[config.mk]
export PLATFORM = sky130hd
export DESIGN_NAME = bitmap_stack_slot_allocator_unit
export DESIGN_NICKNAME = d
export VERILOG_FILES = /design/src/design/bssa_pkg.sv /design/src/design/bssa_ram.sv /design/src/design/bitmap_stack_slot_allocator_unit.sv
export SDC_FILE = /design/constraint.sdc
export NUM_CORES = 2
export LEC_CHECK = 0
export BUFFER_PORTS_ARGS = -buffer_cell sky130_fd_sc_hd__buf_2
export CAP_MARGIN = 20
export CELL_PAD_IN_SITES_DETAIL_PLACEMENT = 0
export CELL_PAD_IN_SITES_GLOBAL_PLACEMENT = 1
export CORE_AREA = 3 3 323 325
export CTS_CLUSTER_SIZE = 10
export DETAILED_ROUTE_END_ITERATION = 16
export DIE_AREA = 0 0 326 328
export PLACE_DENSITY_LB_ADDON = 0.15
export SYNTH_ARGS = -nofsm -noshare
export SYNTH_HDL_FRONTEND = slang
export SYNTH_SLANG_ARGS = --single-unit
export TNS_END_PERCENT = 20
[constraint.sdc]
create_clock -name i_clk -period 6.81 [get_ports i_clk]
set_input_delay 1.362 -clock i_clk [delete_from_list [all_inputs] [get_ports i_clk]]
set_output_delay 1.362 -clock i_clk [all_outputs]
set_load 0.01 [all_outputs]
[src/design/bssa_pkg.sv]
// Shared constants for the bitmap stack slot allocator: sizes, request kinds,
// status codes and configuration register indexes.
// No dependencies; imported by bssa_ram users and the top level.
package bssa_pkg;

    localparam int MAX_SLOTS  = 256;
    localparam int WORD_BITS  = 64;
    localparam int NUM_WORDS  = (MAX_SLOTS + WORD_BITS - 1) / WORD_BITS;
    localparam int BIT_IDX_W  = (WORD_BITS > 1) ? $clog2(WORD_BITS) : 1;
    localparam int WORD_IDX_W = (NUM_WORDS > 1) ? $clog2(NUM_WORDS) : 1;
    localparam int SLOT_IDX_W = WORD_IDX_W + BIT_IDX_W;

    localparam int ADDR_W      = 64;
    localparam int SHIFT_W     = 6;
    localparam int COUNT_W     = 9;
    localparam int KIND_W      = 2;
    localparam int STATUS_W    = 2;
    localparam int CFG_INDEX_W = 2;
    localparam int CFG_DATA_W  = 64;

    // request kinds
    localparam logic [KIND_W-1:0] KIND_CLAIM   = 2'd0;
    localparam logic [KIND_W-1:0] KIND_FIND    = 2'd1;
    localparam logic [KIND_W-1:0] KIND_RELEASE = 2'd2;

    // result status
    localparam logic [STATUS_W-1:0] ST_OK    = 2'd0;
    localparam logic [STATUS_W-1:0] ST_RANGE = 2'd1;
    localparam logic [STATUS_W-1:0] ST_NONE  = 2'd2;

    // configuration register indexes
    localparam logic [CFG_INDEX_W-1:0] CFG_REGION_BASE    = 2'd0;
    localparam logic [CFG_INDEX_W-1:0] CFG_SLOT_SIZE_LOG2 = 2'd1;
    localparam logic [CFG_INDEX_W-1:0] CFG_SLOT_COUNT     = 2'd2;

    // reset values of the configuration registers
    localparam logic [ADDR_W-1:0]  RST_REGION_BASE    = '0;
    localparam logic [SHIFT_W-1:0] RST_SLOT_SIZE_LOG2 = 6'd12;
    localparam logic [COUNT_W-1:0] RST_SLOT_COUNT     = 9'd256;

endpackage

[src/design/bssa_ram.sv]
// Generic single-write, single-read synchronous RAM with registered read data.
// No dependencies.
module bssa_ram #(
    parameter int WIDTH = 64,
    parameter int DEPTH = 4,
    parameter int AW    = (DEPTH > 1) ? $clog2(DEPTH) : 1
) (
    input  logic             i_clk,
    input  logic             i_wr_en,
    input  logic [AW-1:0]    i_wr_addr,
    input  logic [WIDTH-1:0] i_wr_data,
    input  logic [AW-1:0]    i_rd_addr,
    output logic [WIDTH-1:0] o_rd_data
);

    logic [WIDTH-1:0] r_mem [DEPTH];
    logic [WIDTH-1:0] r_rd_data;

    always_ff @(posedge i_clk) begin
        if (i_wr_en) begin
            r_mem[i_wr_addr] <= i_wr_data;
        end
        r_rd_data <= r_mem[i_rd_addr];
    end

    assign o_rd_data = r_rd_data;

endmodule

[src/design/bitmap_stack_slot_allocator_unit.sv]
// Top level of the bitmap stack slot allocator: request sequencer, configuration
// registers and the used-bit bitmap held in a bssa_ram instance.
// Depends on bssa_pkg and bssa_ram.
//
// Usage
//   Input channel (i_in_valid / o_in_ready) carries one request per transaction:
//   i_kind selects claim-at-address, find-first-free or release, i_address is
//   the stack address (ignored for find). The output channel (o_out_valid /
//   i_out_ready) returns exactly one transaction per request: o_slot_address
//   and o_status (ok, out of range, none free).
//   A request that fails the range check or has an unknown kind passes the
//   address and index states and goes straight to finish; claim and release
//   also read and modify the target word, and find scans from 1 to NUM_WORDS
//   (4 by default) bitmap words. The scan reads one bitmap word per cycle
//   through the single read port of the bitmap RAM, which sets the find time.
//   One request is in work at a time; the next can be taken in the cycle after
//   the previous result enters the output register.
//   Reset clears all used bits at once through per-word valid flags (a word
//   never written reads as all free) and loads the register defaults.
//   Configuration writes (i_cfg_wr_en) take effect at once and are expected
//   while the block is idle. A stalled receiver holds the result in the output
//   register; a further finished result waits until that one is taken.
module bitmap_stack_slot_allocator_unit (
    input  logic                                i_clk,
    input  logic                                i_rst_n,
    // configuration
    input  logic                                i_cfg_wr_en,
    input  logic [bssa_pkg::CFG_INDEX_W-1:0]    i_cfg_index,
    input  logic [bssa_pkg::CFG_DATA_W-1:0]     i_cfg_wr_data,
    // request channel
    input  logic                                i_in_valid,
    output logic                                o_in_ready,
    input  logic [bssa_pkg::KIND_W-1:0]         i_kind,
    input  logic [bssa_pkg::ADDR_W-1:0]         i_address,
    // result channel
    output logic                                o_out_valid,
    input  logic                                i_out_ready,
    output logic [bssa_pkg::ADDR_W-1:0]         o_slot_address,
    output logic [bssa_pkg::STATUS_W-1:0]       o_status
);

    import bssa_pkg::*;

    typedef enum logic [6:0] {
        S_IDLE   = 7'b0000001,
        S_CALC   = 7'b0000010,
        S_INDEX  = 7'b0000100,
        S_READ   = 7'b0001000,
        S_MODIFY = 7'b0010000,
        S_SEARCH = 7'b0100000,
        S_FINISH = 7'b1000000
    } t_state;

    localparam logic [WORD_IDX_W-1:0] LAST_WORD = WORD_IDX_W'(NUM_WORDS - 1);

    // configuration registers
    logic [ADDR_W-1:0]  r_region_base;
    logic [SHIFT_W-1:0] r_slot_size_log2;
    logic [COUNT_W-1:0] r_slot_count;

    // request context
    t_state                 r_state, n_state;
    logic [KIND_W-1:0]      r_kind;
    logic [ADDR_W-1:0]      r_addr;
    logic [ADDR_W-1:0]      r_sel;
    logic [ADDR_W-1:0]      r_diff;
    logic                   r_below;
    logic [SLOT_IDX_W-1:0]  r_idx;
    logic [WORD_IDX_W-1:0]  r_word;
    logic [STATUS_W-1:0]    r_status;

    // bitmap word valid flags (a word never written reads as all free)
    logic [NUM_WORDS-1:0]   r_word_valid;
    logic                   r_rd_valid;

    // output register
    logic                   r_out_valid;
    logic [ADDR_W-1:0]      r_out_addr;
    logic [STATUS_W-1:0]    r_out_status;

    // combinational
    logic                   in_accept;
    logic                   out_load;
    logic [COUNT_W-1:0]     eff_count;
    logic [ADDR_W-1:0]      align_mask;
    logic [ADDR_W-1:0]      sel_addr;
    logic [ADDR_W:0]        diff_ext;
    logic [ADDR_W-1:0]      slot_off;
    logic                   in_range;
    logic [WORD_IDX_W-1:0]  ram_rd_addr;
    logic [WORD_BITS-1:0]   ram_q;
    logic [WORD_BITS-1:0]   rd_word;
    logic                   ram_we;
    logic [WORD_IDX_W-1:0]  ram_wr_addr;
    logic [WORD_BITS-1:0]   ram_wr_data;
    logic [WORD_BITS-1:0]   bit_sel;
    logic [WORD_BITS-1:0]   free_bits;
    logic                   found;
    logic [BIT_IDX_W-1:0]   found_bit;
    logic [ADDR_W-1:0]      res_addr;

    assign in_accept = i_in_valid && o_in_ready;
    assign o_in_ready = (r_state == S_IDLE);
    assign out_load = (r_state == S_FINISH) && (!r_out_valid || i_out_ready);

    // saturate the slot count to the bitmap size
    assign eff_count = (r_slot_count > COUNT_W'(MAX_SLOTS)) ? COUNT_W'(MAX_SLOTS)
                                                             : r_slot_count;

    // claim aligns down to the slot size; release uses the raw address
    assign align_mask = {ADDR_W{1'b1}} << r_slot_size_log2;
    assign sel_addr   = (r_kind == KIND_CLAIM) ? (r_addr & align_mask) : r_addr;
    assign diff_ext   = {1'b0, sel_addr} - {1'b0, r_region_base};

    // slot index and range check on the registered difference
    assign slot_off = r_diff >> r_slot_size_log2;
    assign in_range = !r_below && (slot_off < ADDR_W'(eff_count));

    // bitmap read address: the target word, or the next word of a scan
    always_comb begin
        ram_rd_addr = r_word;
        if (r_state == S_SEARCH) begin
            ram_rd_addr = r_word + WORD_IDX_W'(1);
        end else if (r_kind != KIND_FIND) begin
            ram_rd_addr = r_idx[SLOT_IDX_W-1:BIT_IDX_W];
        end
    end

    assign rd_word = r_rd_valid ? ram_q : '0;
    assign bit_sel = WORD_BITS'(1) << r_idx[BIT_IDX_W-1:0];

    // free bits of the scanned word, limited to slots below the count
    always_comb begin
        for (int b = 0; b < WORD_BITS; b++) begin
            free_bits[b] = !rd_word[b] &&
                ((COUNT_W'(r_word) << BIT_IDX_W) + COUNT_W'(b) < eff_count);
        end
    end

    // lowest free bit
    always_comb begin
        found_bit = '0;
        for (int b = WORD_BITS - 1; b >= 0; b--) begin
            if (free_bits[b]) begin
                found_bit = BIT_IDX_W'(b);
            end
        end
    end
    assign found = |free_bits;

    // write back: set or clear the target bit, or mark the found slot used
    always_comb begin
        ram_we      = 1'b0;
        ram_wr_addr = r_idx[SLOT_IDX_W-1:BIT_IDX_W];
        ram_wr_data = rd_word | bit_sel;
        if (r_state == S_MODIFY) begin
            ram_we = 1'b1;
            if (r_kind == KIND_RELEASE) begin
                ram_wr_data = rd_word & ~bit_sel;
            end
        end else if (r_state == S_SEARCH && found) begin
            ram_we      = 1'b1;
            ram_wr_addr = r_word;
            ram_wr_data = rd_word | (WORD_BITS'(1) << found_bit);
        end
    end

    bssa_ram #(
        .WIDTH (WORD_BITS),
        .DEPTH (NUM_WORDS)
    ) u_bitmap (
        .i_clk     (i_clk),
        .i_wr_en   (ram_we),
        .i_wr_addr (ram_wr_addr),
        .i_wr_data (ram_wr_data),
        .i_rd_addr (ram_rd_addr),
        .o_rd_data (ram_q)
    );

    // result address: aligned address for claim, slot start otherwise
    always_comb begin
        if (r_status != ST_OK) begin
            res_addr = '0;
        end else if (r_kind == KIND_CLAIM) begin
            res_addr = r_sel;
        end else begin
            res_addr = r_region_base + (ADDR_W'(r_idx) << r_slot_size_log2);
        end
    end

    // sequencer
    always_comb begin
        n_state = r_state;
        unique case (r_state)
            S_IDLE:   if (in_accept) n_state = S_CALC;
            S_CALC:   n_state = S_INDEX;
            S_INDEX: begin
                if (r_kind == KIND_FIND) begin
                    n_state = S_READ;
                end else if ((r_kind == KIND_CLAIM || r_kind == KIND_RELEASE) && in_range) begin
                    n_state = S_READ;
                end else begin
                    n_state = S_FINISH;
                end
            end
            S_READ:   n_state = (r_kind == KIND_FIND) ? S_SEARCH : S_MODIFY;
            S_MODIFY: n_state = S_FINISH;
            S_SEARCH: if (found || r_word == LAST_WORD) n_state = S_FINISH;
            S_FINISH: if (out_load) n_state = S_IDLE;
            default:  n_state = S_IDLE;
        endcase
    end

    // control registers
    always_ff @(posedge i_clk) begin
        if (!i_rst_n) begin
            r_state          <= S_IDLE;
            r_region_base    <= RST_REGION_BASE;
            r_slot_size_log2 <= RST_SLOT_SIZE_LOG2;
            r_slot_count     <= RST_SLOT_COUNT;
            r_word_valid     <= '0;
            r_rd_valid       <= 1'b0;
            r_out_valid      <= 1'b0;
        end else begin
            r_state    <= n_state;
            r_rd_valid <= r_word_valid[ram_rd_addr];
            if (ram_we) begin
                r_word_valid[ram_wr_addr] <= 1'b1;
            end
            if (out_load) begin
                r_out_valid <= 1'b1;
            end else if (i_out_ready) begin
                r_out_valid <= 1'b0;
            end
            if (i_cfg_wr_en) begin
                unique case (i_cfg_index)
                    CFG_REGION_BASE:    r_region_base    <= i_cfg_wr_data;
                    CFG_SLOT_SIZE_LOG2: r_slot_size_log2 <= i_cfg_wr_data[SHIFT_W-1:0];
                    CFG_SLOT_COUNT:     r_slot_count     <= i_cfg_wr_data[COUNT_W-1:0];
                    default: ;
                endcase
            end
        end
    end

    // payload registers
    always_ff @(posedge i_clk) begin
        if (in_accept) begin
            r_kind <= i_kind;
            r_addr <= i_address;
        end
        if (r_state == S_CALC) begin
            r_sel   <= sel_addr;
            r_diff  <= diff_ext[ADDR_W-1:0];
            r_below <= diff_ext[ADDR_W];
        end
        if (r_state == S_INDEX) begin
            r_idx    <= slot_off[SLOT_IDX_W-1:0];
            r_word   <= '0;
            r_status <= (r_kind == KIND_FIND) ? ST_NONE : ST_RANGE;
            if ((r_kind == KIND_CLAIM || r_kind == KIND_RELEASE) && in_range) begin
                r_status <= ST_OK;
            end
        end
        if (r_state == S_SEARCH) begin
            if (found) begin
                r_idx    <= {r_word, found_bit};
                r_status <= ST_OK;
            end else if (r_word != LAST_WORD) begin
                r_word <= r_word + WORD_IDX_W'(1);
            end
        end
        if (out_load) begin
            r_out_addr   <= res_addr;
            r_out_status <= r_status;
        end
    end

    assign o_out_valid    = r_out_valid;
    assign o_slot_address = r_out_addr;
    assign o_status       = r_out_status;

    // failed requests report address zero
    a_err_zero_addr: assert property (@(posedge i_clk) disable iff (!i_rst_n)
        (o_out_valid && o_status != ST_OK) |-> (o_slot_address == '0))
        else $error("error result with nonzero slot address");

    // the bitmap is written only while modifying or scanning
    a_write_state: assert property (@(posedge i_clk) disable iff (!i_rst_n)
        ram_we |-> (r_state == S_MODIFY || r_state == S_SEARCH))
        else $error("bitmap write outside modify or scan");

    // an accepted request always starts at the address stage
    a_accept_calc: assert property (@(posedge i_clk) disable iff (!i_rst_n)
        in_accept |=> (r_state == S_CALC))
        else $error("accepted request did not enter address stage");

    // a held result is not overwritten while the receiver stalls
    a_out_hold: assert property (@(posedge i_clk) disable iff (!i_rst_n)
        (o_out_valid && !i_out_ready) |=> (o_out_valid && $stable(o_slot_address)
                                           && $stable(o_status)))
        else $error("stalled result changed");

endmodule

==> results.py <==
metrics = {
    "run_status": {
        "outcome": "completed",
    },
    "setup_path": {
        "path_max_fanout": 20,
        "path_common_cell": "o21ai_0",
        "worstPathCellList": "nor2_1 -> nand2_1 -> nor3_1 -> o21ai_0 -> ha_1 -> fa_1 -> nand2b_1 -> a2111oi_0 -> o31a_1 -> o21ai_0 -> buf_4 -> a41o_1 -> o21ai_0 -> o21ai_0 -> a21boi_0 -> o21ai_0 -> a311o_1",
        "crit_required_ns": 7.23,
        "worst-path-stages": 17,
        "rr_endpoint": "r_diff[62]",
        "setup.worst_path.end_class": "flop",
        "startpoint": "r_slot_size_log2[1]",
        "slowest_delay_ns": 0.96,
        "rrSetupSlack_ns": 0.19,
        "reg2reg_from": "r_slot_size_log2[1]",
        "critPathTopFamily": "compound AO/OA/AOI/OAI gates",
        "worstSetupEndpoint": "r_diff[62]",
        "cp_slowest_cell": "nor2_1",
        "cp.buffers_inverters": 1,
        "worst_setup_path_start_kind": "flop",
        "reg2reg_depth": 17,
        "crit_type": "flop to flop",
        "arrival_ns": 7.04,
    },
    "synthesis": {
        "synth_area_um2": 39490,
        "yosysWarnings": 0,
        "synth_edf_count": 517,
        "async_flop_share_pct": 0,
        "yosysSeqAreaShare_pct": 47.83,
        "synth_nets": 4116,
        "yosysUniqueCellTypes": 93,
        "synth_top_flop_cell": "edfxtp_1",
        "avgSynthCellArea_um2": 10.29,
        "ys_seq_elements": 685,
        "postSynthCellCount": 3838,
    },
    "detailed_routing": {
        "drc_errors": 0,
        "dr.pass1.iters": 8,
        "drt-wirelength-per-cell_um": 26.44,
        "num_vias": 32230,
        "dr.first_iter.drc_count": 3443,
        "avgViaCountPerCell": 5.893,
        "ant_nets": 0,
        "drt_wl_total_um": 144600,
    },
    "worst_hold_path": {
        "hold_class": "flop to flop",
    },
    "clocking": {
        "cts_buffers": 84,
        "tritoncts": "done",
        "cts_buffer_depth": 3,
        "cts_sinks": 685,
        "path_clk_slew_ns": 0.06,
        "insertion_delay_ns": 0.69,
        "postCtsHoldBufs": 0,
        "cts_resized": 0,
        "root_buffer": "clkbuf_16",
        "htreeDepth": 3,
        "postCtsSetupBuffers": 0,
    },
    "sta": {
        "finalWorstSetupSlack_ns": 0.1892,
        "clock.fmax_mhz": 151.0,
        "timing_hold_violations_final": 0,
        "tightest_slew_ns": 1.268,
        "slew_violations": 0,
        "rsz0062_at_grt": "no",
        "min_period_ns": 6.621,
        "post-route-period-util_pct": 97.22,
        "skew_ns": 0.03990,
        "setup_viol": 0,
        "slew_headroom_pct": 15.46,
    },
    "power_and_ir_drop": {
        "power.density_nw_per_um2": 232.2,
        "irDropWorstVdd_mv": 0.1877,
        "p_total_mw": 10.45,
        "power_leakage_nw": 15.75,
    },
    "finish": {
        "final_area_um2": 44990,
        "finish.utilization_pct": 44.22,
        "fillers": 9810,
        "final_common_cell": "edfxtp_1",
        "syn_to_final_growth_pct": 13.91,
        "drive_above_1_share_pct": 15.12,
        "fin_cells": 5469,
        "fin_nets": 4310,
        "mostFrequentLayoutCells": "edfxtp_1 (517), nand2_1 (489), o21ai_0 (299)",
    },
    "grt": {
        "grt_overflow": 0,
        "grt_usage_pct": 26.43,
        "grt_max_degree": 76,
        "antenna_found_initial": 10,
        "grt_pass1_vias": 30810,
        "grt_first_pass_wirelength_um": 210600,
    },
    "placed_design": {
        "portBuffers": 204,
        "place_ws_ns": 0.3467,
        "gp_congestion": 0.9729,
        "post-place-cells": 5312,
        "dpl_cell_area_um2": 42290,
        "hpwlAfterDp_um": 106900,
    },
    "floorplan": {
        "start_util_pct": 38.82,
        "fp.coreArea_um2": 101700,
        "dieArea_um2": 106900,
        "die_x_um": 326,
        "io_pins": 205,
        "rows": 117,
        "die_h_um": 328,
    },
    "run": {
        "max_cap_violations": 0,
    },
}
[power by group]
part | total, mW | switching [mW] | internal, mW
Combinational | 1.40 | 0.899 | 0.500
Clock | 4.34 | 1.81 | 2.53
Sequential | 4.71 | 0.0934 | 4.61
[cells in the mapped netlist, types with 77 or more instances]
library cell  number  area, um^2
a21boi_0          77       578.1
inv_1            116       435.4
nand2_1          489        1836
nand3_1           90       450.4
mux4_2           105        2365
a21oi_1          230        1151
dfxtp_1          168        3363
ha_1             139        1739
edfxtp_1         517       15520
clkbuf_1         133       499.2
mux2i_1           84       840.8
nor2_1           279        1047
o21ai_0          299        1496
[area by class of cell]
type	instances	area [um^2]	area share [%]
clock inverter	18	291.5	0.6480
tap	1368	1712	3.805
multi-input combinational	2829	19400	43.13
antenna	1	2.502	0.005562
inverter	119	451.7	1.004
timing repair buffer	313	1836	4.080
sequential	685	18900	42.02
clock buffer	136	2389	5.309
[sequential cells by signal, summed over array words and instances (netlist names), 2 cells and up]
signal / flops
o_slot_address: 64
o_status: 2
r_addr: 64
r_diff: 64
r_idx: 8
r_kind: 2
r_region_base: 64
r_sel: 64
r_slot_count: 9
r_slot_size_log2: 6
r_state: 7
r_status: 2
r_word: 2
r_word_valid: 4
u_bitmap.o_rd_data: 64
u_bitmap.r_mem: 256
[worst reg2reg max path: cells and delay by family (launching register included)]
family / cells / cell delay [ns]
buf+inv: 1 / 0.19
compound gates: 10 / 3.11
fa+ha+maj: 2 / 0.67
simple gates: 4 / 1.99
flops: 1 / 0.42
[logic make-up after synthesis]
kind of cell / share of synthesized area (%)
simple gates: 15.17
buf+inv: 3.269
compound gates: 18.19
xor+xnor: 2.129
mux: 8.915
fa+ha+maj: 4.505
flops: 47.83
[through the flow]
stage	hold WS, ns	setup TNS, ns
after floorplan	0.4223	-39.76
after global placement	0.4466	0
after detailed placement	0.4521	0
after CTS	0.4647	0
after global routing	0.4916	0
final	0.4626	0
[routing by layer]
layer	wire length, um	global-route usage, %	vias to the layer above
met5	17	0	-
met4	4005	7.473	4
met3	11060	5.648	205
met2	60240	37.91	1247
met1	69310	39.92	15930
li1	-	-	14840
[how the worst min path moves through the flow]
stage | endpoint | cells past startpoint | slack (ns) | start
after floorplan | o_status[1] | 0 | 0.42 | r_status[1]
after global placement | r_word_valid[3] | 1 | 0.45 | r_word_valid[3]
after detailed placement | r_word_valid[1] | 1 | 0.45 | r_word_valid[1]
after CTS | r_word_valid[1] | 1 | 0.46 | r_word_valid[1]
after global routing | r_word_valid[2] | 1 | 0.49 | r_word_valid[2]
final | r_word_valid[3] | 1 | 0.46 | r_word_valid[3]
(Power assumes the default switching activity.)
